--- config.mk ---
export PLATFORM = sky130hd
export DESIGN_NAME = bfu_bound_calc
export DESIGN_NICKNAME = d
export VERILOG_FILES = /design/src/rtl/core/bfu_pkg.sv /design/src/rtl/core/bfu_bound_calc.sv
export SDC_FILE = /design/constraint.sdc
export NUM_CORES = 1
export LEC_CHECK = 0
export ABC_AREA = 0
export BUFFER_PORTS_ARGS = -buffer_cell sky130_fd_sc_hd__buf_2
export CORE_MARGIN = 2
export CORE_UTILIZATION = 50
export DETAILED_ROUTE_END_ITERATION = 7
export HOLD_SLACK_MARGIN = 0.06
export PLACE_DENSITY = 0.76
export SLEW_MARGIN = 15
export SYNTH_ARGS = -nofsm -noshare
export SYNTH_HDL_FRONTEND = slang
export SYNTH_SLANG_ARGS = --single-unit
--- constraint.sdc ---
create_clock -name clk -period 2 [get_ports clk]
set_input_delay 0.1 -clock clk [delete_from_list [all_inputs] [get_ports clk]]
set_output_delay 0.1 -clock clk [all_outputs]
set_load 0.01 [all_outputs]
--- src/rtl/core/bfu_pkg.sv ---
// ----------------------------------------------------------------------------
// bfu_pkg
// Shared constants, codes, types and helpers of the bounded field unpacker.
// ----------------------------------------------------------------------------
package bfu_pkg;

	localparam int MESSAGE_BYTES = 1024;
	localparam int ADDR_W        = $clog2(MESSAGE_BYTES);
	localparam int LEN_W         = $clog2(MESSAGE_BYTES + 1);
	localparam int POS_W         = LEN_W + 3;

	localparam logic [1:0] CMD_CLEAR  = 2'd0;
	localparam logic [1:0] CMD_APPEND = 2'd1;
	localparam logic [1:0] CMD_READ   = 2'd2;

	localparam logic [1:0] ST_OK     = 2'd0;
	localparam logic [1:0] ST_SHORT  = 2'd1;
	localparam logic [1:0] ST_ABOVE  = 2'd2;
	localparam logic [1:0] ST_BOUNDS = 2'd3;

	localparam logic [1:0] WC_8  = 2'd0;
	localparam logic [1:0] WC_16 = 2'd1;
	localparam logic [1:0] WC_32 = 2'd2;

	// bounds result handed from the range pipeline to the sequencer
	typedef struct packed {
		logic        valid;
		logic        zero;
		logic [6:0]  nb;
		logic [63:0] range;
		logic [63:0] lo;
		logic [1:0]  wc;
	} bnd_t;

	function automatic logic [63:0] width_mask(input logic [1:0] wc);
		logic [63:0] m;
		case (wc)
			WC_8:    m = 64'h0000_0000_0000_00FF;
			WC_16:   m = 64'h0000_0000_0000_FFFF;
			WC_32:   m = 64'h0000_0000_FFFF_FFFF;
			default: m = 64'hFFFF_FFFF_FFFF_FFFF;
		endcase
		return m;
	endfunction

	// index of the highest set bit of a byte (0 when the byte is zero)
	function automatic logic [2:0] lane_msb(input logic [7:0] b);
		logic [2:0] idx;
		idx = 3'd0;
		for (int i = 0; i < 8; i++) begin
			if (b[i]) begin
				idx = 3'(i);
			end
		end
		return idx;
	endfunction

endpackage

--- src/rtl/core/bfu_bound_calc.sv ---
// ----------------------------------------------------------------------------
// bfu_bound_calc
// Three-stage pipeline: masked range, per-byte bit length, field bit count.
// ----------------------------------------------------------------------------
module bfu_bound_calc (
	input  logic          clk,
	input  logic          arst_n,
	input  logic          start,
	input  logic [63:0]   min_value,
	input  logic [63:0]   max_value,
	input  logic [1:0]    width_code,
	output bfu_pkg::bnd_t bnd
);

	logic        v_s1, v_s2, v_s3;
	logic [63:0] range_s1, range_s2, range_s3;
	logic [63:0] lo_s1, lo_s2, lo_s3;
	logic [1:0]  wc_s1, wc_s2, wc_s3;
	logic [7:0]  nz_s2;
	logic [2:0]  msb_s2 [8];
	logic        zero_s3;
	logic [6:0]  nb_s3;
	logic        zero_c;
	logic [6:0]  nb_c;

	always_ff @(posedge clk or negedge arst_n) begin
		if (!arst_n) begin
			v_s1 <= 1'b0;
			v_s2 <= 1'b0;
			v_s3 <= 1'b0;
		end else begin
			v_s1 <= start;
			v_s2 <= v_s1;
			v_s3 <= v_s2;
		end
	end

	// top nonzero byte lane sets the bit count
	always_comb begin
		zero_c = 1'b1;
		nb_c   = 7'd0;
		for (int i = 0; i < 8; i++) begin
			if (nz_s2[i]) begin
				zero_c = 1'b0;
				nb_c   = {1'b0, 3'(i), 3'b000} + {4'b0000, msb_s2[i]} + 7'd1;
			end
		end
	end

	always_ff @(posedge clk) begin
		if (start) begin
			range_s1 <= (max_value - min_value) & bfu_pkg::width_mask(width_code);
			lo_s1    <= min_value & bfu_pkg::width_mask(width_code);
			wc_s1    <= width_code;
		end
		range_s2 <= range_s1;
		lo_s2    <= lo_s1;
		wc_s2    <= wc_s1;
		for (int i = 0; i < 8; i++) begin
			nz_s2[i]  <= |range_s1[8*i +: 8];
			msb_s2[i] <= bfu_pkg::lane_msb(range_s1[8*i +: 8]);
		end
		range_s3 <= range_s2;
		lo_s3    <= lo_s2;
		wc_s3    <= wc_s2;
		zero_s3  <= zero_c;
		nb_s3    <= nb_c;
	end

	assign bnd.valid = v_s3;
	assign bnd.zero  = zero_s3;
	assign bnd.nb    = nb_s3;
	assign bnd.range = range_s3;
	assign bnd.lo    = lo_s3;
	assign bnd.wc    = wc_s3;

endmodule

==> summary.txt, run 1 <==
Status
  • Status: complete, but fails checks
  • Failing checks: setup timing

Synthesis
  • Most used DFF post-synth: dfxtp_1
  • Gate Count Post-Synth: 1,370
  • Post-synth EDFFs: 130
  • Seq/Total Area, Yosys: roughly 64%
  • Syn. warnings: 0
  • FFs w/ async S/R, synth: 0.693%
  • Yosys reg bits: around 430
  • Netlist cell types: between 60 and 70
  • Syn_area_per_cell: between 10 and 15 um2
  • Syn_nets: 1,579
  • Synthesized cell area: between 0.015 and 0.02 mm2

CTS
  • CTS root buffer: clkbuf_16
  • TritonCTS clock tree: built
  • Longest Clk Path Bufs: 3
  • H-tree depth: 2
  • CTS Buf Count: between 40 and 50
  • Worst skew pair latency: ~540 ps
  • Reg clk slew, reported paths: 60 ps
  • CTS Sinks: roughly 430

Setup path
  • Worst path slowest cell: o41a_1
  • CP Class: in -> reg
  • CP Capture Type: flip-flop
  • Critical path cell sequence: buf_8 -> ha_4 -> fa_2 -> nand2b_4 -> a21oi_4 -> o21ai_2 -> and3_1 -> o31a_1 -> o41a_1 -> o31a_1 -> o21ai_1 -> xnor2_1 -> nor2_1
  • CP most frequent cell: o31a_1
  • CP Data Required Time: 2290 ps
  • CP arrival: 2690 ps
  • Max FO, Critical Path: 3
  • Critical path startpoint: min_value[0]
  • Startpoint types: input pin
  • Worst r2r src: msb_s2[0][3]
  • CP peak stage delay: 380 ps

Route
  • Drt pass-1 iters: 5
  • First-iteration detailed-routing DRC count: around 760
  • Remaining DRCs: 0
  • DR vias/cell: 5.15
  • Antenna viol nets, final: 0
  • DR WL/cell: between 15 and 20 um
  • Drt total wl: 44.5 mm
  • Detailed-route via count: between 10,000 and 15,000

Timing
  • Worst-Margin Slew: 637 ps
  • Max Freq: 417 MHz
  • Slew Viols, Final: 0
  • Fin Clk Skew: 11.9 ps
  • Rel. slew slack: 57.1%
  • Hold Vio Cnt, Final: 0
  • RSZ-0062 raised after global routing: yes
  • Setup WS post-layout: -398 ps
  • Period minus WS final: approximately 2400 ps
  • Final setup viols: 33
  • Period utilization: 120%
  • Final TNS setup: -6970 ps
  • Hold_ws: approximately 100 ps

Floorplan
  • Die area: approximately 0.033 mm2
  • Ports: 272
  • Die Span X: 181 um
  • Core area: 0.0307 mm2
  • Initial Util: 50.8%
  • Std cell rows: 64
  • Die H: roughly 180 um

Global routing
  • Vias in the first global route: 12,800
  • GRT Overall Usage: 25.7%
  • GRT Residual Overflow: 0
  • Initial antenna violation count: 1
  • Global-route wire length before repair: 67.2 mm
  • Pin count of the biggest net entering global routing: 46

Finish
  • Filler cells: around 1,900
  • Commonest cells after routing, fill and taps aside: buf_4, dfxtp_1, buf_2, nor2_1, edfxtp_1
  • Reg area: 0.00999 mm2
  • Most common cell after layout, fill and taps aside: buf_4
  • Area delta synth->final: 51.5%
  • Nets@finish: 2,253
  • Final Cell Area: 0.0236 mm2
  • Area of the multi-input gates: 0.00634 mm2
  • Layout cells sized above 1: 41.4%
  • Finished Layout Cells: 2,476

Place
  • Placed Instances: approximately 2,300
  • Cell Area, Placed: 0.0198 mm2
  • Setup WS pre-CTS: -1120 ps
  • RD Place Congestion: roughly 0.90
  • Detailed placement HPWL: 29.2 mm
  • # port buffers: 271

Power
  • Leak Pwr: 0.0104 uW
  • Max VDD drop: 0.573 mV
  • Pwr Density: between 900 and 1000 mW/mm2

Run
  • Max Cap Viol: 0

Worst hold path
  • Hold Path Class: in -> reg
  • Hold Path Origin: max_value[3]
[cell type report]
cell class	count	share of cell area (%)
diodes	1	0.0106
clock buffers	63	5.63
clock inverters	17	0.572
inverters	88	1.55
multi-input cells	801	26.8
flip-flops and latches	433	42.3
well taps	396	2.10
repair buffers	677	21.0
[per-layer routing]
metal | part of all wire (%) | track usage [%]
met3 | 5.4 | 4.35
met1 | 43 | 33.9
met5 | 0 | 0
met2 | 49 | 43.4
met4 | 3.3 | 8.39
[report_power, final]
part           switching (uW)  internal (uW)  total (uW)
combinational            2020           2110        4140
clock                    3420           4680        8090
sequential                392           9970       10400
total                    5840          16800       22600
[worst max-delay path: cells and delay by family]
kind / cells / cell delay [ps]
compound gates: 6 / 1430
fa+ha+maj: 2 / 510
simple gates: 3 / 410
xor+xnor: 1 / 130
buf+inv: 1 / 100
[flip-flops by register name, indices dropped and copies added, names as in the netlist]
name	flops
lo_s1	64
lo_s2	64
lo_s3	64
range_s1	64
range_s2	64
range_s3	64
msb_s2	24
nz_s2	8
nb_s3	7
wc_s1	2
wc_s2	2
wc_s3	2
v_s1	1
v_s2	1
v_s3	1
zero_s3	1
[worst paths after layout]
kind	endpoint	slack, ps	depth (start not counted)
min in group asynchronous	v_s3	430	3
worst max-delay path	range_s1[54]	-400	13
max in group asynchronous	v_s1	1420	3
worst max register to register	nb_s3[2]	30	9
worst min register to register	lo_s3[19]	320	0
worst min-delay path	range_s1[4]	100	4
[through the flow]
step / total power [uW] / utilization, %
2_1_floorplan: 12100 / -
3_3_place_gp: 13700 / 64.5
3_5_place_dp: 13800 / 64.5
4_1_cts: 22300 / 75.3
5_1_grt: 23400 / 77.0
6_report: 22600 / 77.0
[synth_stat cells (3+ instances only)]
library cell / n / area (um2)
dfxtp_1: 300 / 6010
nor2_1: 175 / 657
edfxtp_1: 130 / 3900
a21oi_1: 96 / 480
inv_1: 88 / 330
nand2_1: 78 / 293
ha_1: 75 / 938
and2_1: 41 / 257
clkbuf_1: 37 / 139
xnor2_1: 32 / 280
nand4_1: 31 / 194
xor2_1: 30 / 263
a21o_1: 28 / 210
o21ai_1: 24 / 120
o21a_1: 17 / 128
o21bai_1: 17 / 128
nor3_1: 15 / 75.1
a211oi_1: 14 / 105
o21ai_0: 14 / 70.1
nand3_1: 12 / 60.1
o31ai_1: 12 / 90.1
buf_2: 8 / 40.0
and3_1: 7 / 43.8
a41oi_1: 6 / 52.6
a21boi_1: 5 / 37.5
a31oi_1: 5 / 31.3
nand2b_1: 5 / 31.3
o211ai_1: 5 / 37.5
o31a_1: 5 / 43.8
or3_1: 4 / 25.0
a311oi_1: 3 / 26.3
and4_1: 3 / 26.3
buf_4: 3 / 22.5
dfrtp_1: 3 / 75.1
nor2b_1: 3 / 18.8
nor4_1: 3 / 18.8
[kinds of logic (layout without fill, tap and decap cells)]
logic type / Yosys count / count (layout) / synth area share, %
buffers and inverters: 136 / 845 / 3.41
AOI/OAI and AO/OA: 277 / 277 / 11.6
other: 0 / 1 / 0
muxes: 2 / 2 / 0.136
adders and majority gates: 76 / 76 / 6.15
xor gates and xnor gates: 62 / 62 / 3.48
and+or+nand+nor: 384 / 384 / 11.2
DFF: 433 / 433 / 64.0
[timing repair]
action,in CTS,in global routing
pin swaps,85,80
endpoints found under the hold margin,101,0
gates resized for setup,154,77
setup buffers,48,26
gates cloned,0,0
setup endpoints to repair,37,41
hold buffers,70,0
(Power assumes the default switching activity.)
==> run 2, diff against run 1 <==
==> constraint.sdc (replaced) <==
create_clock -name clk -period 2 [get_ports clk]
set_input_delay 0.5 -clock clk [delete_from_list [all_inputs] [get_ports clk]]
set_output_delay 0.5 -clock clk [all_outputs]
set_load 0.01 [all_outputs]
==> run 2 against run 1 <==
  * The run still ends with setup timing left
  * First-iteration DRC count decreased by 3.9%
  * Sequential cell count stayed put
  * Clock power increased by 2%
  * Critical path type unchanged
  * Critical endpoint is now range_s1[58]
==> summary.txt, run 2 (synthesis results as in run 1) <==
Setup path
  • CP Data Required Time: 2290 ps (about the same)
  • Worst reg2reg path depth: 9 (unchanged)
  • Worst r2r dst: nb_s3[2]
  • CP Class: in -> reg
  • Reg2reg setup slack: 130 ps (+100 ps)
  • Worst r2r src: msb_s2[0][3]
  • CP Capture Type: flip-flop
  • Startpoint types: input pin
  • CP arrival: 3140 ps (+450 ps)
  • Max FO, Critical Path: 3 (unchanged)

Timing
  • Fin Clk Skew: 12.7 ps (+0.818 ps)
  • Slew Viols, Final: 0 (unchanged)
  • Hold_ws: 142 ps (+39.7 ps)
  • Period minus WS final: 2850 ps (+450 ps)
  • Rel. slew slack: 65.5% (+8.4 points)
  • Max Freq: 351 MHz (-16%)
  • RSZ-0062 raised after global routing: yes
  • Hold Vio Cnt, Final: 0 (unchanged)
  • Setup WS post-layout: -848 ps (-450 ps)
  • Period utilization: 142% (+22 points)
  • Final setup viols: 46 (+39%)
  • Worst-Margin Slew: 505 ps (-133 ps)
  • Final TNS setup: -25,320 ps (-18,350 ps)

Global routing
  • Global-route wire length before repair: 64.3 mm (-4.4%)
  • Pin count of the biggest net entering global routing: 54 (+17%)
  • GRT Residual Overflow: 0 (unchanged)
  • Vias in the first global route: 12,400 (-3.4%)
  • Initial antenna violation count: 1 (unchanged)
  • GRT Overall Usage: 24.7% (-1.0 points)

Route
  • Antenna viol nets, final: 0 (unchanged)
  • First-iteration detailed-routing DRC count: 732 (-3.9%)
  • Remaining DRCs: 0 (unchanged)
  • Drt pass-1 iters: 4 (-1)
  • DR vias/cell: 5.06 (-1.8%)
  • DR WL/cell: 17.4 um (-3.4%)
  • Detailed-route via count: 12,100 (-5.2%)
  • Drt total wl: 41.5 mm (-6.7%)

Power
  • Pwr Density: 990 mW/mm2 (+3.5%)
  • Leak Pwr: 0.0101 uW (-3.5%)
  • Total Power: 22,500 uW (-0.21%)
  • Max VDD drop: 0.670 mV (+17%)

CTS
  • CTS Sinks: 433 (unchanged)
  • H-tree depth: 2 (unchanged)
  • CTS root buffer: clkbuf_16
  • Longest Clk Path Bufs: 3 (unchanged)
  • CTS Buf Count: 43 (unchanged)
  • Reg clk slew, reported paths: 60 ps (about the same)
  • TritonCTS clock tree: built
  • Worst skew pair latency: 550 ps (about the same)

Worst hold path
  • Worst Hold Endpoint: lo_s1[0]
  • Worst hold path depth: 1 (-3)
  • Hold Path Class: in -> reg
  • Hold Path Origin: min_value[0]

Floorplan
  • Ports: 272 (unchanged)
  • Initial Util: 50.8% (unchanged)
  • Die H: 181 um (unchanged)
  • Std cell rows: 64 (unchanged)
  • Die Span X: 181 um (unchanged)
  • Die area: 0.0326 mm2 (unchanged)
  • Core area: 0.0307 mm2 (unchanged)

Place
  • Detailed placement HPWL: 29.9 mm (+2.5%)
  • Setup WS pre-CTS: -1520 ps (-400 ps)
  • RD Place Congestion: 0.889 (-0.89%)
  • # port buffers: 271 (unchanged)
  • Cell Area, Placed: 0.0199 mm2 (+0.40%)

Finish
  • Nets@finish: 2,167 (-3.8%)
  • Layout cells sized above 1: 43.0% (+1.5 points)
  • Commonest cells after routing, fill and taps aside: dfxtp_1, buf_4, buf_2, nor2_1, edfxtp_1
  • Area delta synth->final: 46.1%
  • Most common cell after layout, fill and taps aside: dfxtp_1
  • Final Cell Area: 0.0228 mm2 (-3.6%)

Run
  • Max Cap Viol: 0 (unchanged)

Status
  • Failing checks: setup timing
  • Status: complete, but fails checks
==> run 2: cell count changes in the layout (fill, tap and decap cells not counted), moves of 4 or more <==
cell / change
and2_4: +4
nor2_2: +4
buf_2: +13
clkinv_2: -7
buf_6: -6
ha_1: +5
dlygate4sd3_1: -69
ha_4: -6
buf_4: -20
and2_1: -4
==> run 2: stage by stage <==
step / std cells / utilization [%]
after global routing: 2389 / 74.3
after global placement: 2269 / 64.7
after detailed placement: 2269 / 64.7
after floorplan: 1370 / -
after CTS: 2377 / 72.8
final: 2390 / 74.3
==> run 2: what timing repair did <==
item	4_1_cts	5_1_grt
hold endpoints to repair	3	0
endpoints found under the setup margin	49	49
pin swaps	87	71
setup buffers	30	22
gates cloned	0	0
hold buffers	1	0
gates resized for setup	154	73
==> run 2: final cells by class <==
cell class / instances / area, um2
multi-input cells: 801 / 6380
clock inverters: 15 / 160
clock buffers: 65 / 1340
flip-flops and latches: 433 / 9990
fillers: 2035 / 7890
diodes: 1 / 2.50
repair buffers: 591 / 4060
inverters: 88 / 355
well taps: 396 / 495
==> run 2: layer usage <==
layer / vias to the layer above / GRT usage [%] / wire length (um)
met5: - / 0 / 0
met4: 0 / 8.45 / 1360
met3: 86 / 3.90 / 2060
met2: 328 / 40.5 / 19400
met1: 5742 / 33.5 / 18700
li1: 5927 / - / -
==> run 2: power by group <==
group / leakage (uW) / internal (uW) / total [uW] / switching (uW)
Combinational: 0.00552 / 1970 / 3950 / 1980
Sequential: 0.00381 / 9970 / 10300 / 374
Clock: 0.000733 / 4840 / 8260 / 3420
==> run 2: worst max path at each step <==
stage                            start            to  slack (ps)  depth (start not counted)
final                     max_value[0]  range_s1[58]        -850                         14
after global routing      max_value[0]  range_s1[58]        -900                         14
after CTS                 max_value[0]  range_s1[54]        -770                         14
after detailed placement  max_value[0]  range_s1[54]       -1520                         14
after global placement    max_value[0]  range_s1[54]       -1480                         14
after floorplan           max_value[0]  range_s1[54]       -1040                         13
==> run 2: critical path, cell delays in order <==
cell      delay (ps)
buf_8             80
inv_8             30
ha_4             150
fa_2             370
nand2b_4         170
a21oi_4          190
o21ai_4          100
and3_4           190
o31a_1           260
o41a_1           390
o31a_1           320
o221ai_2         180
xnor2_1          140
nor2_1            60
